## src/rtl/fjot_pkg.sv

```systemverilog
// Shared types, character codes and helpers for the flat JSON object tokenizer.
package fjot_pkg;

  // Parser phase, one-hot encoded.
  typedef enum logic [14:0] {
    PH_START    = 15'b000000000000001,
    PH_OPEN     = 15'b000000000000010,
    PH_KEYSTART = 15'b000000000000100,
    PH_KEY      = 15'b000000000001000,
    PH_KEYESC   = 15'b000000000010000,
    PH_KEYHEX   = 15'b000000000100000,
    PH_COLON    = 15'b000000001000000,
    PH_VALSTART = 15'b000000010000000,
    PH_VALSTR   = 15'b000000100000000,
    PH_VALESC   = 15'b000001000000000,
    PH_VALHEX   = 15'b000010000000000,
    PH_BARE     = 15'b000100000000000,
    PH_AFTERVAL = 15'b001000000000000,
    PH_DONE     = 15'b010000000000000,
    PH_ERROR    = 15'b100000000000000
  } phase_t;

  // Kind of a result item.
  typedef enum logic [2:0] {
    K_KEY    = 3'd0,
    K_VAL    = 3'd1,
    K_PAIR   = 3'd2,
    K_ACCEPT = 3'd3,
    K_REJECT = 3'd4
  } kind_t;

  // One result item as held in the output queue.
  typedef struct packed {
    kind_t      kind;
    logic [7:0] chr;
    logic       last;
  } result_t;

  // Number of entries in the result queue; the head and tail pointers wrap
  // at this power of two.
  localparam int FIFO_DEPTH = 4;

  // Character codes.
  localparam logic [7:0] CH_LBRACE = 8'h7B;
  localparam logic [7:0] CH_RBRACE = 8'h7D;
  localparam logic [7:0] CH_COLON  = 8'h3A;
  localparam logic [7:0] CH_COMMA  = 8'h2C;
  localparam logic [7:0] CH_TAB    = 8'h09;
  localparam logic [7:0] CH_CR     = 8'h0D;
  localparam logic [7:0] CH_LF     = 8'h0A;
  localparam logic [7:0] CH_SPACE  = 8'h20;
  localparam logic [7:0] CH_QUOTE  = 8'h22;
  localparam logic [7:0] CH_BSLASH = 8'h5C;
  localparam logic [7:0] CH_LOW_U  = 8'h75;
  localparam logic [7:0] CH_LOW_N  = 8'h6E;
  localparam logic [7:0] CH_LOW_T  = 8'h74;
  localparam logic [7:0] CH_LOW_R  = 8'h72;

  // Number of bytes copied verbatim after a backslash-u escape.
  localparam logic [2:0] HEX_COUNT = 3'd4;

  // Decode the byte that follows a backslash.
  function automatic logic [7:0] unescape(input logic [7:0] b);
    logic [7:0] r;
    case (b)
      CH_LOW_N: r = CH_LF;
      CH_LOW_T: r = CH_TAB;
      CH_LOW_R: r = CH_CR;
      default:  r = b;
    endcase
    return r;
  endfunction

  // Space, tab and carriage return are whitespace.
  function automatic logic is_ws(input logic [7:0] b);
    return (b == CH_SPACE) || (b == CH_TAB) || (b == CH_CR);
  endfunction

endpackage

```

## src/rtl/flat_json_object_tokenizer_core.sv

```systemverilog
// Streaming tokenizer that parses each newline-terminated line as a flat JSON object.
// A byte accepted is held in the input register, parsed from there into the result queue,
// and its result items are taken from the queue head.
// Throughput: one byte per cycle while the receiver does not stall and each byte gives at
// most one result item; a backslash-u escape gives two items, which the single output port drains one by one.
// Reset (rst, synchronous) returns the parser to the opening-brace phase and empties
// the input register and the four-entry result queue.
module flat_json_object_tokenizer_core (
  input  logic       clk,
  input  logic       rst,
  // Input stream. tdata: [7:0] in_byte
  input  logic       s_tvalid,
  output logic       s_tready,
  input  logic [7:0] s_tdata,
  // Output stream. tdata: [7:0] out_char
  output logic       m_tvalid,
  input  logic       m_tready,
  output logic [7:0] m_tdata,
  // tuser: [2:0] out_kind
  output logic [2:0] m_tuser,
  // tlast: run_last
  output logic       m_tlast
);
  import fjot_pkg::*;

  localparam int PW = (FIFO_DEPTH > 1) ? $clog2(FIFO_DEPTH) : 1;
  localparam int CW = $clog2(FIFO_DEPTH + 1);

  // Parser state
  phase_t     ph, ph_next;
  logic [2:0] hexl, hexl_next;

  // Input register
  logic       iv;
  logic [7:0] ib;

  // Result queue
  result_t         fifo [FIFO_DEPTH];
  logic [PW-1:0]   head, tail;
  logic [CW-1:0]   cnt, cnt_after_pop, cnt_next;
  logic            pop, proc;

  // Decoded results for the byte in the input register
  logic [1:0] nres;
  result_t    r0, r1;
  logic [2:0] hex_dec;
  kind_t      str_kind;

  // Per-byte parser step
  always_comb begin
    ph_next   = ph;
    hexl_next = hexl;
    nres      = 2'd0;
    r0        = '{kind: K_KEY, chr: 8'h00, last: 1'b0};
    r1        = '{kind: K_KEY, chr: 8'h00, last: 1'b1};
    hex_dec   = hexl - 3'd1;
    str_kind  = ((ph == PH_KEY) || (ph == PH_KEYESC) || (ph == PH_KEYHEX)) ? K_KEY : K_VAL;

    if (ib == CH_LF) begin
      nres      = 2'd1;
      r0.kind   = (ph == PH_DONE) ? K_ACCEPT : K_REJECT;
      ph_next   = PH_START;
      hexl_next = 3'd0;
    end else begin
      case (ph)
        PH_START: begin
          if (ib == CH_LBRACE) ph_next = PH_OPEN;
          else if (!is_ws(ib)) ph_next = PH_ERROR;
        end
        PH_OPEN: begin
          if (ib == CH_RBRACE) ph_next = PH_DONE;
          else if (ib == CH_QUOTE) ph_next = PH_KEY;
          else if (!is_ws(ib)) ph_next = PH_ERROR;
        end
        PH_KEYSTART: begin
          if (ib == CH_QUOTE) ph_next = PH_KEY;
          else if (!is_ws(ib)) ph_next = PH_ERROR;
        end
        PH_KEY, PH_VALSTR: begin
          if (ib == CH_QUOTE) begin
            if (ph == PH_KEY) begin
              ph_next = PH_COLON;
            end else begin
              nres    = 2'd1;
              r0.kind = K_PAIR;
              ph_next = PH_AFTERVAL;
            end
          end else if (ib == CH_BSLASH) begin
            ph_next = (ph == PH_KEY) ? PH_KEYESC : PH_VALESC;
          end else begin
            nres    = 2'd1;
            r0.kind = str_kind;
            r0.chr  = ib;
          end
        end
        PH_KEYESC, PH_VALESC: begin
          r0.kind = str_kind;
          r1.kind = str_kind;
          if (ib == CH_LOW_U) begin
            // Copy the escape introducer, then four bytes verbatim.
            nres      = 2'd2;
            r0.chr    = CH_BSLASH;
            r1.chr    = CH_LOW_U;
            hexl_next = HEX_COUNT;
            ph_next   = (ph == PH_KEYESC) ? PH_KEYHEX : PH_VALHEX;
          end else begin
            nres    = 2'd1;
            r0.chr  = unescape(ib);
            ph_next = (ph == PH_KEYESC) ? PH_KEY : PH_VALSTR;
          end
        end
        PH_KEYHEX, PH_VALHEX: begin
          nres    = 2'd1;
          r0.kind = str_kind;
          r0.chr  = ib;
          if ((hex_dec == 3'd0) || (hex_dec > HEX_COUNT)) begin
            ph_next = (ph == PH_KEYHEX) ? PH_KEY : PH_VALSTR;
          end
          hexl_next = (hex_dec > HEX_COUNT) ? 3'd0 : hex_dec;
        end
        PH_COLON: begin
          if (ib == CH_COLON) ph_next = PH_VALSTART;
          else if (!is_ws(ib)) ph_next = PH_ERROR;
        end
        PH_VALSTART: begin
          if (!is_ws(ib)) begin
            if (ib == CH_QUOTE) begin
              ph_next = PH_VALSTR;
            end else if ((ib == CH_COMMA) || (ib == CH_RBRACE)) begin
              ph_next = PH_ERROR;
            end else begin
              nres    = 2'd1;
              r0.kind = K_VAL;
              r0.chr  = ib;
              ph_next = PH_BARE;
            end
          end
        end
        PH_BARE: begin
          nres = 2'd1;
          if (ib == CH_COMMA) begin
            r0.kind = K_PAIR;
            ph_next = PH_KEYSTART;
          end else if (ib == CH_RBRACE) begin
            r0.kind = K_PAIR;
            ph_next = PH_DONE;
          end else if ((ib == CH_SPACE) || (ib == CH_TAB)) begin
            r0.kind = K_PAIR;
            ph_next = PH_AFTERVAL;
          end else begin
            r0.kind = K_VAL;
            r0.chr  = ib;
          end
        end
        PH_AFTERVAL: begin
          if (ib == CH_COMMA) ph_next = PH_KEYSTART;
          else if (ib == CH_RBRACE) ph_next = PH_DONE;
          else if (!is_ws(ib)) ph_next = PH_ERROR;
        end
        PH_DONE: begin
          ph_next = PH_DONE;
        end
        default: begin
          ph_next = PH_ERROR;
        end
      endcase
    end

    // The last item caused by this byte carries tlast.
    r0.last = (nres == 2'd1);
  end

  // Queue accounting: parse a byte only when two free entries remain after this pop.
  always_comb begin
    pop           = m_tvalid && m_tready;
    cnt_after_pop = cnt - {{(CW-1){1'b0}}, pop};
    proc          = iv && (cnt_after_pop <= CW'(FIFO_DEPTH - 2));
    cnt_next      = cnt_after_pop + (proc ? {{(CW-2){1'b0}}, nres} : {CW{1'b0}});
  end

  assign s_tready = !iv || proc;

  // Output port is driven from the queue head.
  assign m_tvalid = (cnt != '0);
  assign m_tdata  = fifo[head].chr;
  assign m_tuser  = fifo[head].kind;
  assign m_tlast  = fifo[head].last;

  // Control registers
  always_ff @(posedge clk) begin
    if (rst) begin
      ph   <= PH_START;
      hexl <= 3'd0;
      iv   <= 1'b0;
      head <= '0;
      tail <= '0;
      cnt  <= '0;
    end else begin
      if (proc) begin
        ph   <= ph_next;
        hexl <= hexl_next;
        tail <= tail + PW'(nres);
      end
      if (s_tready) begin
        iv <= s_tvalid;
      end
      if (pop) begin
        head <= head + PW'(1);
      end
      cnt <= cnt_next;
    end
  end

  // Payload registers: input byte and queue entries
  always_ff @(posedge clk) begin
    if (s_tready) begin
      ib <= s_tdata;
    end
    if (proc && (nres != 2'd0)) begin
      fifo[tail] <= r0;
    end
    if (proc && (nres == 2'd2)) begin
      fifo[tail + PW'(1)] <= r1;
    end
  end

  // The queue never holds more items than it has entries.
  assert property (@(posedge clk) disable iff (rst) cnt <= CW'(FIFO_DEPTH))
    else $error("result queue overflow");

  // A parsed newline always returns the parser to the opening-brace phase.
  assert property (@(posedge clk) disable iff (rst)
    (proc && (ib == CH_LF)) |=> (ph == PH_START) && (hexl == 3'd0))
    else $error("parser not reset at line end");

  // The escape byte counter is idle outside the verbatim-copy phases.
  assert property (@(posedge clk) disable iff (rst)
    ((ph != PH_KEYHEX) && (ph != PH_VALHEX)) |-> (hexl == 3'd0))
    else $error("escape counter active outside copy phase");

  // A parsed byte that gives results leaves the queue non-empty.
  assert property (@(posedge clk) disable iff (rst)
    (proc && (nres != 2'd0)) |=> m_tvalid)
    else $error("parsed results missing from queue");

endmodule

```

## config.mk

```make
export PLATFORM = sky130hd
export DESIGN_NAME = flat_json_object_tokenizer_core
export DESIGN_NICKNAME = d
export VERILOG_FILES = /design/src/rtl/fjot_pkg.sv /design/src/rtl/flat_json_object_tokenizer_core.sv
export SDC_FILE = /design/constraint.sdc
export NUM_CORES = 1
export LEC_CHECK = 0
export BUFFER_PORTS_ARGS = -buffer_cell sky130_fd_sc_hd__buf_2
export CAP_MARGIN = 20
export CORE_AREA = 3 3 96 98
export DETAILED_ROUTE_END_ITERATION = 8
export DIE_AREA = 0 0 99 101
export GPL_TIMING_DRIVEN = 1
export PLACE_DENSITY = 0.76
export SLEW_MARGIN = 20
export SYNTH_ARGS = -nofsm -noshare
export SYNTH_HDL_FRONTEND = slang
export SYNTH_SLANG_ARGS = --single-unit
```

## constraint.sdc

```tcl
create_clock -name clk -period 10.5 [get_ports clk]
set_clock_uncertainty 0.2 [all_clocks]
set_input_delay 0.525 -clock clk [delete_from_list [all_inputs] [get_ports clk]]
set_output_delay 0.525 -clock clk [all_outputs]
set_load 0.05 [all_outputs]
```

==> results of run 1 <==
## report_power, final
part	leakage, nW	switching, mW	internal [mW]
Sequential	0.731	0.0251	0.351
Clock	0.104	0.127	0.104
Combinational	0.905	0.117	0.0637
## worst max path at each step
stage	slack, ps	start	end	cells past startpoint
after floorplan	6790	cnt[0]	fifo[1][1]	12
after global placement	6990	cnt[0]	fifo[1][5]	11
after detailed placement	6750	cnt[0]	fifo[1][6]	11
after CTS	6730	cnt[0]	fifo[1][1]	11
after global routing	6480	cnt[0]	fifo[1][1]	11
final	6750	cnt[0]	fifo[1][1]	11
## per-layer routing
| metal | vias to the layer above | global-route usage [%] |
|---|---|---|
| met2 | 211 | 35.4 |
| li1 | 1863 | - |
| met1 | 1838 | 32.8 |
| met5 | - | 0 |
| met4 | 0 | 10.6 |
| met3 | 33 | 4.71 |
## metrics by stage
step	power, mW	area [um^2]	utilization [%]	setup slack [ps]
2_1_floorplan	0.524	4640	-	6790
3_3_place_gp	0.561	4810	56.2	6990
3_5_place_dp	0.563	4810	56.2	6750
4_1_cts	0.794	5010	58.6	6730
5_1_grt	0.822	5010	58.6	6480
6_report	0.788	5010	58.6	6750
## flip-flops by register name, indices dropped and copies added (netlist names), named ones only
| name | cells |
|---|---|
| cnt | 3 |
| tail | 2 |
| iv | 1 |
| ph | 15 |
| ib | 8 |
| fifo | 48 |
| head | 2 |
| hexl | 3 |
## layout make-up
class                           count  area share, %
Clock buffer                       10           2.97
Tap cell                          108           2.70
Multi-Input combinational cell    360           49.8
Clock inverter                      6           1.02
Sequential cell                    84           40.0
Inverter                           14           1.05
Timing Repair Buffer               25           2.50
## cells by family (layout without fill, tap and decap cells)
kind of cell	count (synthesis)	in the layout	synth area share [%]
AND/OR/NAND/NOR	200	200	24.6
AO/OA/AOI/OAI	130	130	19.1
flip-flops	84	84	43.2
buffers and inverters	33	55	3.05
multiplexers	12	12	5.83
adder cells (fa/ha/maj)	9	9	2.59
XOR/XNOR	9	9	1.70
## layout by cell type (no fill, tap or decap), types with 3 or more instances in the layout
cell,count
nor4_2,4
inv_1,11
inv_2,3
o2bb2ai_1,4
buf_2,25
o21ai_0,8
o21a_1,4
a31oi_1,3
a22o_1,6
dfxtp_1,52
nor4b_1,12
nor2b_1,3
a21oi_1,34
clkbuf_8,9
nand3_1,13
nand2_1,62
nor3_1,5
or4_1,3
edfxtp_1,32
nand4_1,7
a22oi_1,5
mux4_2,12
nor4_1,4
or4b_1,4
or3_1,6
nor2_1,40
a211oi_1,4
a21o_1,5
and2_1,6
nand3b_1,5
a32o_1,4
o21ai_1,25
ha_1,8
xnor2_1,7
## worst max-delay path: cells and delay by family (launching register included)
kind | cells | cell delay, ps
simple gates | 6 | 1970
fa+ha+maj | 2 | 390
flops | 1 | 320
xor+xnor | 1 | 270
compound gates | 1 | 200
buf+inv | 1 | 100
==> results_dict.tcl, run 1 <==
set metrics [dict create \
    yosys_register_bits 84 \
    end_kind "flip-flop" \
    nNetsFinal 515 \
    rsz0062_at_grt "no" \
    r2r_slack_ps 6750 \
    period_needed_ps 3750 \
    multi_input_area_um2 2490 \
    dieArea_um2 10000 \
    p_leak_nw 1.74 \
    yosys_warnings 0 \
    worstPathCellList "or3_1, and2_1, ha_1, ha_1, xnor2_1, o21ai_0, nor2_1, and2_1, inv_2, or3_1, nand2_1" \
    worstRegToRegCells 11 \
    detailed_place_hpwl_um 8500 \
    n_antenna_cell 0 \
    root_buffer "clkbuf_8" \
    via_count 3945 \
    wl_um 11500 \
    synthArstFlopShare_pct 0 \
    wl_met1_um 5130 \
    clkTransAtPathRegs_ps 90 \
    syn-num-nets 498 \
    cts_sinks 84 \
    ys.flop_type "dfxtp_1" \
    ios 26 \
    crit_arrival_ps 3590 \
    wl_met2_um 5030 \
    worst_pin_slew_ps 871 \
    synth.most_common_cell "nand2_1" \
    num_rows 34 \
    met3WireLength_um 911 \
    crit_required_ps 10340 \
    numCtsBuffers 9 \
    slowest_delay_ps 440 \
    synth.yosys.seq_area_share_pct 43.2 \
    worstSkewPairLatency_ps 360 \
    max-vdd-ir-drop_mv 0.125 \
    r2r_end "fifo[1][1]" \
    status "completed" \
    top_layer "met4" \
    cts_hold_buffers 0 \
    drive_above_1_share_pct 15.2 \
    area_growth_pct 8.01 \
    slew_viol_final 0 \
    tns_ps 0 \
    cts_tree "built" \
    r2r_start "cnt[0]" \
    antenna_found_initial 0 \
    finalSetupViolCount 0 \
    drtIter0Drc 419 \
    cp_slowest_cell "or3_1" \
    synth_area_um2 4640 \
    min_to "ib[3]" \
    hold-worst-slack_ps 145 \
    whs_path_depth 1 \
    hp-class "in2reg" \
    crit_type "reg2reg" \
    gp_congestion 0.968 \
    fp.coreArea_um2 8550 \
    cts_resized 0 \
    grt_pass1_wl_um 18600 \
    synth_area_leaders "dfxtp_1 (22%), edfxtp_1 (21%), mux4_2 (5.8%)" \
    drc 0 \
    overflow 0 \
    grt_use_total_pct 23.5 \
    vias_per_cell 6.50 \
    netlist-cell-type-count 78 \
    hold_viol_final 0 \
    hp-start "s_tdata[3]" \
    max-slew-margin-rel_pct 41.7 \
    final-seq-area_um2 2000 \
    grt_pass1_vias 3655 \
    power_density_nw_per_um2 157 \
    netlist.top_cell.by_area "dfxtp_1" \
    final_antenna_net_count 0 \
    ctsHtreeMaxLevel 3 \
    post_cts_buffers 0 \
    avgSynthCellArea_um2 9.72 \
    crit_path_start_kind "flip-flop" \
    start_util_pct 54.2 \
    cts_buffer_depth 2 \
    drv_cap 0 \
    port_buffers 25 \
    dp.cells 591 \
    die_h_um 101 \
    crit_fanout 8 \
    die_w_um 99 \
    final_cells 607 \
    drtPass1Iterations 5 \
    fmax_ghz 0.266 \
    synthCells 477 \
    wl_per_cell_um 18.9 \
    fin_crit_sh_pct 35.7 \
    fillerInstances 728 \
    synth-edff-count 32 \
    yosys.area.top_type_share_pct 22.5 \
    grt_max_degree 23 \
    synth_top_cells_by_count "nand2_1 (62), dfxtp_1 (52), nor2_1 (40)" \
]
Note: power is estimated with default switching activity, not from simulation.
==> run 2: changes to the inputs <==
Settings changed: PLACE_DENSITY 0.76 to 0.79.
Clock period 10.5 ns to 3.4 ns, I/O delays scaled along.
==> run 2 against run 1 <==
Effect of this change: first-iteration DRC count grew 1.7%; fmax rose by 16%; setup slack got worse by 6600 ps; worst hold slack worse by 110 ps; critical path depth decreased by 4; via count increased by 5.6%; utilization up 4.0 points; critical endpoint is now fifo[0][3].
==> results_dict.tcl, run 2 (same netlist as run 1, synthesis figures left out) <==
set metrics [dict create \
    status "completed" \
    top_register "fifo" \
    grt_pass1_wl_um 19900 \
    dieArea_um2 10000 \
    gp_congestion 0.946 \
    drtPass1Iterations 8 \
    die_h_um 101 \
    power.share.clock_pct 27.9 \
    r2r_slack_ps 150 \
    crit_path_start_kind "flip-flop" \
    fp.coreArea_um2 8550 \
    fmax_ghz 0.308 \
    wl_per_cell_um 19.0 \
    num_rows 34 \
    fin_crit_sh_pct 95.5 \
    max-slew-margin-rel_pct 46.1 \
    final_cell_area_um2 5350 \
    crit_fanout 11 \
    grt_pass1_vias 4006 \
    port_buffers 25 \
    crit_arrival_ps 3150 \
    power_density_nw_per_um2 468 \
    largest_reg_flops 48 \
    overflow 0 \
    n_antenna_cell 0 \
    cts_sinks 84 \
    worstSkewPairLatency_ps 370 \
    reg_top3 "fifo: 48 flops, ph: 15 flops, ib: 8 flops" \
    switching_power_uw 879 \
    hp-class "in2reg" \
    final_cell_mix "nand2_1 (61), dfxtp_1 (52), nor2_1 (39)" \
    final_antenna_net_count 0 \
    drive_above_1_share_pct 20.6 \
    grt_max_degree 23 \
    crit_type "reg2reg" \
    wl_um 12300 \
    end_kind "flip-flop" \
    area_growth_pct 15.4 \
    ios 26 \
    endpoint "fifo[0][3]" \
    drc 0 \
    dpl_cell_area_um2 5040 \
    cts_buffer_depth 2 \
    comb_power_share_pct 26.0 \
    die_w_um 99 \
    period_needed_ps 3250 \
    layout_commonest_cell "nand2_1" \
    crit_start "ib[0]" \
    antenna_found_initial 0 \
    max-vdd-ir-drop_mv 0.254 \
    finalSetupViolCount 0 \
    clkTransAtPathRegs_ps 100 \
    detailed_place_hpwl_um 9100 \
    worst_pin_slew_ps 807 \
    r2r_start "ib[0]" \
    p_int_mw 1.63 \
    crit_required_ps 3300 \
    cts_tree "built" \
    numCtsBuffers 9 \
    dpl_worst_slack_ps 74.4 \
    grt_use_total_pct 25.1 \
    r2r_end "fifo[0][3]" \
    nNetsFinal 556 \
    slew_viol_final 0 \
    drv_cap 0 \
    drtIter0Drc 426 \
    whs_path_depth 2 \
    root_buffer "clkbuf_8" \
    swShare_pct 35.1 \
    hold_viol_final 0 \
    p_seq_share_pct 46.1 \
    start_util_pct 54.2 \
    worstRegToRegCells 7 \
    via_count 4166 \
    ctsHtreeMaxLevel 3 \
    setup_ws_ps 154 \
    p_leak_nw 1.93 \
    vias_per_cell 6.43 \
]
==> run 2: power groups by stage <==
stage          clock, mW  combinational [mW]  sequential, mW
4_1_cts            0.706               0.617            1.16
2_1_floorplan          0               0.495            1.13
3_3_place_gp           0               0.593            1.17
6_report           0.699               0.652            1.16
3_5_place_dp           0               0.605            1.18
5_1_grt            0.752               0.693            1.17
==> run 2: cell type report <==
type                    instances  area, um^2
clock buffers                   9         124
clock inverters                 7        67.6
fillers                       702        3200
inverters                      14        52.6
multi-input cells             360        2510
flip-flops and latches         84        2000
well taps                     108         135
repair buffers                 66         460
==> run 2: timing repair <==
item / 4_1_cts / 5_1_grt
buffers inserted: 0 / 3
endpoints found under the hold margin: 9 / 0
resized for setup: 0 / 1
endpoints found under the setup margin: 0 / 34
hold buffers: 9 / 0
==> run 2: worst min-delay path by stage <==
stage               startpoint    end  slack [ps]
floorplan           s_tdata[0]  ib[0]          70
global placement    s_tdata[4]  ib[4]         150
detailed placement  s_tdata[4]  ib[4]         150
CTS                        rst  ph[3]          30
global route               rst  ph[7]          60
finish                     rst  ph[3]          30
==> run 2: stage by stage <==
stage	utilization [%]	setup TNS (ps)	hold slack (ps)	instances	power, mW
after floorplan	-	0	68.9	477	1.63
after global placement	58.9	0	148	620	1.77
after detailed placement	58.9	0	148	620	1.78
after CTS	62.2	0	25.6	645	2.48
final	62.6	0	34.9	648	2.51
after global routing	62.6	-15.6	63.5	648	2.62
==> run 2: worst max-delay path, cell delays in order (launching register included) <==
cell      delay, ps
edfxtp_1        550
or4b_1          600
or2_1           350
a32oi_1         240
o21ai_1         150
a221o_1         330
a22oi_1         420
o21ai_1         150
==> run 2: per-layer routing <==
layer  global-route usage [%]  share of wire (%)  vias to the layer above
li1                         -                  -                     1940
met1                     33.8                 41                     1965
met2                     39.7                 47                      229
met3                     4.43                8.8                       32
met4                     10.9                2.8                        0
met5                        0                  0                        -
